==> src/design/ecd_pkg.sv <==
`timescale 1ns / 1ps
// ----------------------------------------------------------------------------
// ecd_pkg: shared types and constants for the epoch to calendar date block
// Widths of the running remainder, calendar constants and month lengths.
// ----------------------------------------------------------------------------
package ecd_pkg;

   // remainder of seconds; clamped local time always fits in 32 bits
   localparam int RestWidth = 32;

   typedef logic [RestWidth-1:0] rest_type;

   localparam int SecsPerMin   = 60;
   localparam int SecsPerHour  = 3600;
   localparam int SecsPerDay   = 86400;
   localparam int EpochYear    = 1970;
   localparam int YearSecs     = 365 * SecsPerDay;
   localparam int LeapYearSecs = 366 * SecsPerDay;

   localparam int MonthCount = 12;

   // month index 0 is January
   typedef logic [3:0] month_idx_type;

   // length of a month in seconds, February follows the leap flag
   function automatic rest_type month_secs(input month_idx_type idx, input logic leap);
      rest_type secs;
      begin
         case (idx)
            4'd1:    secs = leap ? rest_type'(29 * SecsPerDay) : rest_type'(28 * SecsPerDay);
            4'd3,
            4'd5,
            4'd8,
            4'd10:   secs = rest_type'(30 * SecsPerDay);
            default: secs = rest_type'(31 * SecsPerDay);
         endcase
         return secs;
      end
   endfunction

endpackage

==> src/design/epoch_to_calendar_date.sv <==
`timescale 1ns / 1ps
// From the accepting edge the sequencer strips one whole year per step (up to 68),
// then one whole month per step (up to 11), then forms the day, hour and minute
// quotients bit by bit in ST_DAY, ST_HOUR and ST_MINUTE, and captures the item in ST_DONE.
// One item at a time: the next is accepted in the cycle that shows the result.
// Reset (synchronous, active high) idles the sequencer and sets the offset to +9 h.
// Results show for one cycle on rsp_valid; the receiver cannot stall.
// ----------------------------------------------------------------------------
// epoch_to_calendar_date: seconds since the epoch to local civil date and time
// Adds the zone offset, clamps at zero, strips years and months by repeated
// subtraction, then splits the rest into day, hour, minute and second.
// ----------------------------------------------------------------------------
module epoch_to_calendar_date
   import ecd_pkg::*;
(
   input  logic        clock,
   input  logic        reset,
   // configuration
   input  logic        csr_write_enable,
   input  logic [16:0] csr_zone_offset_seconds,
   // request
   input  logic        start,
   output logic        busy,
   input  logic [30:0] req_epoch_seconds,
   // response
   output logic        rsp_valid,
   output logic [10:0] rsp_year,
   output logic [3:0]  rsp_month_number,
   output logic [4:0]  rsp_day_of_month,
   output logic [4:0]  rsp_hour_of_day,
   output logic [5:0]  rsp_minute_of_hour,
   output logic [5:0]  rsp_second_of_minute
);

   typedef enum logic [2:0] {
      ST_IDLE,
      ST_YEAR,
      ST_MONTH,
      ST_DAY,
      ST_HOUR,
      ST_MINUTE,
      ST_DONE
   } state_type;

   state_type     state_ff, state_in;
   logic [16:0]   zone_ff, zone_in;
   rest_type      rest_ff, rest_in;
   logic [10:0]   year_ff, year_in;
   logic [6:0]    cent_ff, cent_in;     // year mod 100
   logic [8:0]    quad_ff, quad_in;     // year mod 400
   month_idx_type month_ff, month_in;
   logic [2:0]    step_ff, step_in;     // quotient bit position
   logic [4:0]    dayq_ff, dayq_in;
   logic [4:0]    hourq_ff, hourq_in;
   logic [5:0]    minq_ff, minq_in;

   logic          valid_ff, valid_in;
   logic [10:0]   oyear_ff, oyear_in;
   logic [3:0]    omonth_ff, omonth_in;
   logic [4:0]    oday_ff, oday_in;
   logic [4:0]    ohour_ff, ohour_in;
   logic [5:0]    omin_ff, omin_in;
   logic [5:0]    osec_ff, osec_in;

   logic          leap;
   logic          covers;
   rest_type      subtrahend;
   rest_type      difference;
   logic [32:0]   local_sum;

   // Gregorian leap rule on the tracked residues
   assign leap = ((year_ff[1:0] == 2'd0) && (cent_ff != 7'd0)) || (quad_ff == 9'd0);

   // local time, clamped at zero
   assign local_sum = {2'b00, req_epoch_seconds} + {{16{zone_ff[16]}}, zone_ff};

   // subtrahend for the current step
   always_comb begin
      case (state_ff)
         ST_YEAR:   subtrahend = leap ? rest_type'(LeapYearSecs) : rest_type'(YearSecs);
         ST_MONTH:  subtrahend = month_secs(month_ff, leap);
         ST_DAY:    subtrahend = rest_type'(SecsPerDay) << step_ff;
         ST_HOUR:   subtrahend = rest_type'(SecsPerHour) << step_ff;
         ST_MINUTE: subtrahend = rest_type'(SecsPerMin) << step_ff;
         default:   subtrahend = '0;
      endcase
   end

   ecd_cmp_sub u_cmp_sub (
      .minuend    (rest_ff),
      .subtrahend (subtrahend),
      .covers     (covers),
      .difference (difference)
   );

   // sequencer next state
   always_comb begin
      state_in  = state_ff;
      zone_in   = zone_ff;
      rest_in   = rest_ff;
      year_in   = year_ff;
      cent_in   = cent_ff;
      quad_in   = quad_ff;
      month_in  = month_ff;
      step_in   = step_ff;
      dayq_in   = dayq_ff;
      hourq_in  = hourq_ff;
      minq_in   = minq_ff;
      valid_in  = 1'b0;
      oyear_in  = oyear_ff;
      omonth_in = omonth_ff;
      oday_in   = oday_ff;
      ohour_in  = ohour_ff;
      omin_in   = omin_ff;
      osec_in   = osec_ff;

      if (csr_write_enable) begin
         zone_in = csr_zone_offset_seconds;
      end

      case (state_ff)
         ST_IDLE: begin
            if (start) begin
               rest_in  = local_sum[32] ? '0 : local_sum[RestWidth-1:0];
               year_in  = 11'(EpochYear);
               cent_in  = 7'(EpochYear % 100);
               quad_in  = 9'(EpochYear % 400);
               month_in = '0;
               state_in = ST_YEAR;
            end
         end
         ST_YEAR: begin
            if (covers) begin
               rest_in = difference;
               year_in = year_ff + 11'd1;
               cent_in = (cent_ff == 7'd99) ? 7'd0 : cent_ff + 7'd1;
               quad_in = (quad_ff == 9'd399) ? 9'd0 : quad_ff + 9'd1;
            end else begin
               state_in = ST_MONTH;
            end
         end
         ST_MONTH: begin
            if (covers && (month_ff != month_idx_type'(MonthCount - 1))) begin
               rest_in  = difference;
               month_in = month_ff + 4'd1;
            end else begin
               step_in  = 3'd4;
               state_in = ST_DAY;
            end
         end
         ST_DAY: begin
            if (covers) begin
               rest_in = difference;
            end
            dayq_in = {dayq_ff[3:0], covers};
            if (step_ff == 3'd0) begin
               step_in  = 3'd4;
               state_in = ST_HOUR;
            end else begin
               step_in = step_ff - 3'd1;
            end
         end
         ST_HOUR: begin
            if (covers) begin
               rest_in = difference;
            end
            hourq_in = {hourq_ff[3:0], covers};
            if (step_ff == 3'd0) begin
               step_in  = 3'd5;
               state_in = ST_MINUTE;
            end else begin
               step_in = step_ff - 3'd1;
            end
         end
         ST_MINUTE: begin
            if (covers) begin
               rest_in = difference;
            end
            minq_in = {minq_ff[4:0], covers};
            if (step_ff == 3'd0) begin
               state_in = ST_DONE;
            end else begin
               step_in = step_ff - 3'd1;
            end
         end
         ST_DONE: begin
            // capture the item so the next request can start at once
            valid_in  = 1'b1;
            oyear_in  = year_ff;
            omonth_in = month_ff + 4'd1;
            oday_in   = dayq_ff + 5'd1;
            ohour_in  = hourq_ff;
            omin_in   = minq_ff;
            osec_in   = rest_ff[5:0];
            state_in  = ST_IDLE;
         end
         default: begin
            state_in = ST_IDLE;
         end
      endcase
   end

   // state and registered outputs
   always_ff @(posedge clock) begin
      if (reset) begin
         state_ff <= ST_IDLE;
         zone_ff  <= 17'(32400);
         valid_ff <= 1'b0;
      end else begin
         state_ff <= state_in;
         zone_ff  <= zone_in;
         valid_ff <= valid_in;
      end
      rest_ff   <= rest_in;
      year_ff   <= year_in;
      cent_ff   <= cent_in;
      quad_ff   <= quad_in;
      month_ff  <= month_in;
      step_ff   <= step_in;
      dayq_ff   <= dayq_in;
      hourq_ff  <= hourq_in;
      minq_ff   <= minq_in;
      oyear_ff  <= oyear_in;
      omonth_ff <= omonth_in;
      oday_ff   <= oday_in;
      ohour_ff  <= ohour_in;
      omin_ff   <= omin_in;
      osec_ff   <= osec_in;
   end

   assign busy                 = (state_ff != ST_IDLE);
   assign rsp_valid            = valid_ff;
   assign rsp_year             = oyear_ff;
   assign rsp_month_number     = omonth_ff;
   assign rsp_day_of_month     = oday_ff;
   assign rsp_hour_of_day      = ohour_ff;
   assign rsp_minute_of_hour   = omin_ff;
   assign rsp_second_of_minute = osec_ff;

endmodule

==> src/design/ecd_cmp_sub.sv <==
`timescale 1ns / 1ps
// ----------------------------------------------------------------------------
// ecd_cmp_sub: shared compare and subtract unit
// Tells whether the remainder covers the subtrahend and gives the difference.
// ----------------------------------------------------------------------------
module ecd_cmp_sub
   import ecd_pkg::*;
(
   input  rest_type minuend,
   input  rest_type subtrahend,
   output logic     covers,
   output rest_type difference
);

   logic [RestWidth:0] wide_diff;

   // one wide subtract; the borrow out is the compare
   assign wide_diff  = {1'b0, minuend} - {1'b0, subtrahend};
   assign covers     = ~wide_diff[RestWidth];
   assign difference = wide_diff[RestWidth-1:0];

endmodule
==> config.mk <==
export PLATFORM = sky130hd
export DESIGN_NAME = epoch_to_calendar_date
export DESIGN_NICKNAME = d
export VERILOG_FILES = /design/src/design/ecd_pkg.sv /design/src/design/epoch_to_calendar_date.sv /design/src/design/ecd_cmp_sub.sv
export SDC_FILE = /design/constraint.sdc
export NUM_CORES = 1
export LEC_CHECK = 0
export ABC_AREA = 1
export BUFFER_PORTS_ARGS = -buffer_cell sky130_fd_sc_hd__buf_2
export CORE_ASPECT_RATIO = 1.25
export CORE_UTILIZATION = 52
export DETAILED_ROUTE_END_ITERATION = 8
export PLACE_DENSITY = 0.71
export SLEW_MARGIN = 30
export SYNTH_ARGS = -nofsm -noshare
export SYNTH_HDL_FRONTEND = slang
export SYNTH_HIERARCHICAL = 1
export SYNTH_SLANG_ARGS = --single-unit
export TNS_END_PERCENT = 1
==> constraint.sdc <==
create_clock -name clock -period 8.49 [get_ports clock]
set_input_delay 1.2735 -clock clock [delete_from_list [all_inputs] [get_ports clock]]
set_output_delay 1.2735 -clock clock [all_outputs]
set_load 0.02 [all_outputs]
# Yosys cells after proc, flatten, opt, wreduce, memory -nomap -nowiden
# Cells that the tools add are included.
[word_totals]
out_inout_bits = 39
reg_bits = 140
word_cells = 110
input_bits = 52
[op_classes]
mux = 36
addsub = 8
n_eq_ne = 24
n_bitwise = 1
reduce_logical = 20
shifts = 3
[op_table]
columns = ["op", "count"]
rows = [
  ["32-bit one-hot mux with 5 select lines", 1],
  ["32-bit two-way mux", 4],
  ["32-bit one-hot mux with 3 select lines", 1],
  ["20-bit one-hot mux with 2 select lines", 1],
  ["18-bit two-way mux", 2],
  ["32-bit by 17-bit adder with 33-bit output", 1],
  ["32-bit by 32-bit subtractor with 33-bit output", 1],
  ["12-bit by 3-bit << shifter with 32-bit output, first input constant", 1],
  ["17-bit by 3-bit << shifter with 32-bit output, first input constant", 1],
  ["6-bit by 3-bit << shifter with 32-bit output, first input constant", 1],
  ["3-bit two-way mux", 10],
  ["9-bit two-way mux", 3],
  ["11-bit two-way mux", 2],
  ["11-bit one-hot mux with 2 select lines", 1],
  ["7-bit two-way mux", 3],
  ["2-bit inequality test, second input constant", 9],
  ["3-bit one-hot mux with 6 select lines", 1],
  ["9-bit one-hot mux with 2 select lines", 1],
  ["7-bit one-hot mux with 2 select lines", 1],
  ["3-bit one-hot mux with 4 select lines", 1],
  ["11-bit by 1-bit adder with 11-bit output, second input constant", 1],
  ["9-bit by 1-bit adder with 9-bit output, second input constant", 1],
  ["3-bit == test, second input constant", 3],
  ["9-bit == test, second input constant", 1],
  ["other kinds (30)", 40],
]

# Logic depth before layout (Yosys ltp)
[depth]
depth_word = 11
depth_mapped = 28
mapped_depth_nobuf = 28

# Modules after synthesis
# Netlist, hierarchy kept.
[by_module_without_submodules]
columns = ["module", "n_inst", "area_each_um2", "seq_area_each_um2", "cells_each"]
rows = [
  ["epoch_to_calendar_date", 1, 8968.6, 3993.8, 1154],
  ["ecd_cmp_sub", 1, 2558.7, 0.0, 547],
]

# Worst setup path after synthesis
# Ideal clock, no wire load.
[synth_timing]
kind = "reg2reg"
startpoint = "reg state_ff[2]"
endpoint = "reg rest_ff[0], enable pin"
setup_ns = 0.470
t_required_ns = 8.020
synth_period_minus_slack_ns = 5.724
arrival_ns = 5.254
path_stages_with_launch = 20
slack_ns = 2.766
n_path_buf = 0
cell_sequence = "dfxtp_1 > ha_1 > inv_1 > nand2_1 > inv_1 > nor2_1 > inv_1 > nor2_1 > nor2_1 > o211ai_1 > inv_1 > ha_1 > nand2_1 > nor2_1 > nand2_1 > a21oi_2 > nor2_1 > o21ai_1 > nand2_1 > a211oi_1"
[synth_between]
elab_chain_cells = 7
word_cells_on_any_way = 16
cone_classes = "1 x add/sub; 8 x eq/ne; 1 x mux; 1 x bitwise; 5 x reduce/logical"
[synth_lines]
columns = ["element", "line_no", "source"]
rows = [
  ["start: declaration", "epoch_to_calendar_date.sv:45", "state_type state_ff, state_in;"],
  ["start signal: assignment", "epoch_to_calendar_date.sv:210", "state_ff <= state_in;"],
  ["3-bit == test, or another cell as far along", "epoch_to_calendar_date.sv:79", "case (state_ff)"],
  ["32-bit one-hot mux with 5 select lines (*)", "epoch_to_calendar_date.sv:79", ""],
  ["via subtrahend[8]", "epoch_to_calendar_date.sv:67", "rest_type subtrahend;"],
  ["32-bit by 32-bit subtractor with 33-bit output (*)", "ecd_cmp_sub.sv:18", "assign wide_diff = {1'b0, minuend} - {1'b0, subtrahend};"],
  ["1-bit inverter (*)", "ecd_cmp_sub.sv:19", "assign covers = ~wide_diff[RestWidth];"],
  ["via covers", "epoch_to_calendar_date.sv:66", "logic covers;"],
  ["1-bit logical AND (*)", "epoch_to_calendar_date.sv:143", "if (covers && (month_ff != month_idx_type'(MonthCount - 1))) begin"],
  ["2-bit inequality test (no line) (*)", "-", ""],
  ["4-bit AND reduction (no line) (*)", "-", ""],
  ["end signal: assignment", "epoch_to_calendar_date.sv:214", "rest_ff <= rest_in;"],
  ["end: declaration", "epoch_to_calendar_date.sv:47", "rest_type rest_ff, rest_in;"],
]
# Mark *: on every way through the listed nets, which the timed path passes. The rest lies on a longest branch.
# A chain may end at the register's enable or synchronous reset.

# Worst setup path in the final report
[layout_timing]
startpoint = "reg state_ff[2]"
endpoint = "reg rest_ff[20], enable pin"
# The elaborated chain is that of the path after synthesis.

==> results.yml <==
drt:
  detail_route.wirelength_um: 27760
  detailedRoute.firstPassIterationCount: 5
  via_count: 10660
  wire_per_inst_um: 13.22
  antenna_left: 0
  drt-initial-drc-count: 639
  remaining_drc_errors: 0
  post_drt_via_cell_ratio: 5.078
timing:
  setup_repair_after_global_routing_missed_its_margin: "no"
  drv_slew: 0
  final_period_minus_worst_setup_slack_ps: 4778
  achievable-frequency_mhz: 209.3
  report.final.hold_viol_count: 0
  final.setup_skew_ps: 14.83
  timing.final.crit_share_pct: 56.27
  holdWs_ps: 424.2
  finalSetupViolCount: 0
  slew_headroom_pct: 50.96
  setup_total_negative_slack_ps: 0
  worst_slack_ps: 3712
  worst-slew-pin-transition_ps: 734.5
global_route:
  busiest_layer: "met2"
  largest_net_degree_at_the_start_of_global_routing: 38
  global_route.usage.met1_pct: 28.09
  grt_overflow_total: 0
  grt_pass1_vias: 10180
  grt_antenna_before_repair: 0
  use_met3_pct: 2.725
  first_pass_grt_wire_length_um: 45800
  grt_use_total_pct: 25.21
  global_route_met2_utilization_pct: 48.45
finish:
  fillCellCount: 2083
  area_growth_syn_to_layout_pct: 12.15
  drive_above_1_share_pct: 10.60
  finish.net_count: 1942
  finished_core_util_pct: 59.79
  insertedDiodeCount: 0
worst_setup_path:
  crit_path_max_fanout: 32
  criticalPathCategory: "reg -> reg"
  gate_family_responsible_for_the_most_delay_along_the_worst_path: "simple AND/OR/NAND/NOR gates"
  worst_setup_path_end_kind: "flip-flop"
  timing.critical_path.required_ps: 8560
  worstPathCellList: "ha_1 -> inv_1 -> nand2_1 -> inv_1 -> nor2_2 -> inv_1 -> nor2_1 -> nand2_1 -> nand2_1 -> inv_1 -> ha_1 -> nand2_1 -> nor2_1 -> nand2_1 -> inv_1 -> nand3_1 -> o21ai_1 -> nand2_1 -> a211oi_4 -> buf_4"
  path_common_cell: "sky130_fd_sc_hd__nand2_1"
  critical_path_buf_inv_count: 6
  critical_path.startpoint_type: "flip-flop"
  arrival_ps: 4850
  worst_path_largest_cell_delay_ps: 540
  critPathSlowestCell: "sky130_fd_sc_hd__o21ai_1"
clock_tree:
  clkSlewWorstSetupHoldPaths_ps: 70
  tritoncts: "yes"
  cts-resized-gates: 0
  clock-sinks: 140
  root_buffer: "sky130_fd_sc_hd__clkbuf_16"
  buffers_from_clock_root_to_sink_at_most: 2
  cts_made_buffers: 17
  cts.repair_timing.setup_buffer_count: 0
  cts-htree-levels: 4
  cts-hold-fix-buffers: 0
  worst_skew_pair.late_latency_ps: 440
power:
  power_per_cell_area_mw_per_mm2: 364.0
  share_comb_of_total_power_pct: 59.1
  netSwitchingFraction_pct: 50.28
  vdd_drop_max_mv: 0.2013
  power.total_mw: 4.706
  p_int_mw: 2.340
  power.net_switching_mw: 2.366
  power.share.sequential_pct: 24.9
  power.static_leakage_nw: 6.883
  power_frac_clock_pct: 16.1
floorplan:
  die-area_mm2: 0.02277
  rows: 60
  start_util_pct: 53.32
  die_width_um: 135.2
  die_h_um: 168.5
  floorplan.core_area_mm2: 0.02162
  top_level_ports: 91
logic_synthesis:
  edff_count_synth: 119
  synth_seq_area_share_pct: 34.65
  most_used_dff_post_synth: "sky130_fd_sc_hd__edfxtp_1"
  ys_ff_latch: 140
  total_standard_cell_area_after_synthesis_mm2: 0.01153
  largest_family_of_logic_cells_by_synthesized_area: "simple AND/OR/NAND/NOR gates"
  post_synth_and_or_nand_nor_area_fraction_pct: 35.09
  post_synth_main_area_contributors: "sky130_fd_sc_hd__edfxtp_1 (31%), sky130_fd_sc_hd__nand2_1 (20%), sky130_fd_sc_hd__inv_1 (11%)"
  netlist-cell-type-count: 50
  yosysTopAreaCell: "sky130_fd_sc_hd__edfxtp_1"
  ys.warnings.count: 6
  post-synth-top-area-fraction_pct: 31.00
  synth-compound-area-share_pct: 6.198
  post_synthesis_xor_xnor_area_fraction_pct: 3.039
  muxShareOfSynthArea_pct: 0
  synthesized_area_fraction_occupied_by_adder_cells_pct: 9.031
  async_reset_ff_share_pct: 0
  syn-instance-count: 1701
  synthesis.area_per_instance_um2: 6.777
placement:
  dp_slack_ps: 3804
  hpwlAfterDp_um: 21800
  place.gp.congestion: 0.9467
  port-buffer-count: 90
worst_hold_path:
  hp_class: "reg -> reg"
flow_run:
  count_of_maximum_capacitance_violations: 0
run_status:
  run_status: "complete, no violations"
## final timing paths
path	start	endpoint	slack, ps	depth (start not counted)
hold reg to reg	minq_ff[5]	rsp_minute_of_hour[5]	420	0
hold / removal	minq_ff[5]	rsp_minute_of_hour[5]	420	0
setup reg to reg	state_ff[2]	rest_ff[20]	3710	20
setup / recovery	state_ff[2]	rest_ff[20]	3710	20
## cell families after synthesis
kind of cell               Yosys count
and+or+nand+nor                    955
DFF                                140
buffers and inverters              354
xor gates and xnor gates            40
AOI/OAI and AO/OA                  129
other                                1
adders and majority gates           82
## sequential cells by signal, summed over array words and instances, names as in the netlist
| name | flops |
|---|---|
| rest_ff | 32 |
| state_ff | 3 |
| rsp_minute_of_hour | 6 |
| rsp_month_number | 4 |
| cent_ff | 7 |
| rsp_second_of_minute | 6 |
| quad_ff | 9 |
| year_ff | 11 |
| zone_ff | 17 |
| rsp_year | 11 |
| hourq_ff | 5 |
| rsp_day_of_month | 5 |
| month_ff | 4 |
| step_ff | 3 |
| rsp_hour_of_day | 5 |
| dayq_ff | 5 |
| minq_ff | 6 |
| rsp_valid | 1 |
## cell type report
cell class | instances | area (µm²) | share of cell area, %
timing repair buffer | 94 | 500.5 | 3.871
clock inverter | 15 | 168.9 | 1.307
multi-input combinational | 1216 | 6212 | 48.05
tap | 279 | 349.1 | 2.700
sequential | 140 | 3994 | 30.89
inverter | 339 | 1277 | 9.882
clock buffer | 17 | 425.4 | 3.291
## routing by layer
metal,routed length [µm],vias up
li1,-,5537
met1,11490,4801
met2,14630,281
met3,1029,45
met4,608,0
met5,0,-
## metrics by stage
step	cell area [µm²]	cells
4_1_cts	12900	2099
3_5_place_dp	12310	2067
6_report	12930	2100
3_3_place_gp	12310	2067
2_1_floorplan	11560	1710
5_1_grt	12930	2100
## cells in the final DEF (no fill, tap or decap), types with 13 or more instances in the layout
cell / instances
sky130_fd_sc_hd__nand2_1: 617
sky130_fd_sc_hd__ha_1: 80
sky130_fd_sc_hd__clkbuf_16: 17
sky130_fd_sc_hd__xor2_1: 34
sky130_fd_sc_hd__nand4_1: 15
sky130_fd_sc_hd__nor2_1: 138
sky130_fd_sc_hd__edfxtp_1: 119
sky130_fd_sc_hd__inv_1: 328
sky130_fd_sc_hd__a21oi_1: 62
sky130_fd_sc_hd__dfxtp_1: 21
sky130_fd_sc_hd__nand3_1: 102
sky130_fd_sc_hd__o21ai_0: 34
sky130_fd_sc_hd__nand3_2: 13
sky130_fd_sc_hd__buf_2: 90
sky130_fd_sc_hd__nor3_1: 16
sky130_fd_sc_hd__nand2_2: 17
## cells in the mapped netlist (6+ instances only)
cell                         n
sky130_fd_sc_hd__nor3_1     16
sky130_fd_sc_hd__dfxtp_1    21
sky130_fd_sc_hd__nand3_1   102
sky130_fd_sc_hd__nand2_1   617
sky130_fd_sc_hd__or2_2       8
sky130_fd_sc_hd__xor2_1     34
sky130_fd_sc_hd__edfxtp_1  119
sky130_fd_sc_hd__nand2_2    17
sky130_fd_sc_hd__o21ai_0    35
sky130_fd_sc_hd__xnor2_1     6
sky130_fd_sc_hd__inv_2       8
sky130_fd_sc_hd__inv_1     328
sky130_fd_sc_hd__a21oi_1    62
sky130_fd_sc_hd__nor2_1    139
sky130_fd_sc_hd__nand3_2    13
sky130_fd_sc_hd__ha_1       80
sky130_fd_sc_hd__nand4_1    15
## power groups by stage
stage / logic (mW) / clock network [mW] / registers [mW]
2_1_floorplan: 2.10 / 0 / 1.16
3_3_place_gp: 2.70 / 0 / 1.18
3_5_place_dp: 2.73 / 0 / 1.19
4_1_cts: 2.76 / 0.765 / 1.17
5_1_grt: 3.14 / 0.796 / 1.19
6_report: 2.78 / 0.756 / 1.17
Power figures use the tool's default switching activity.
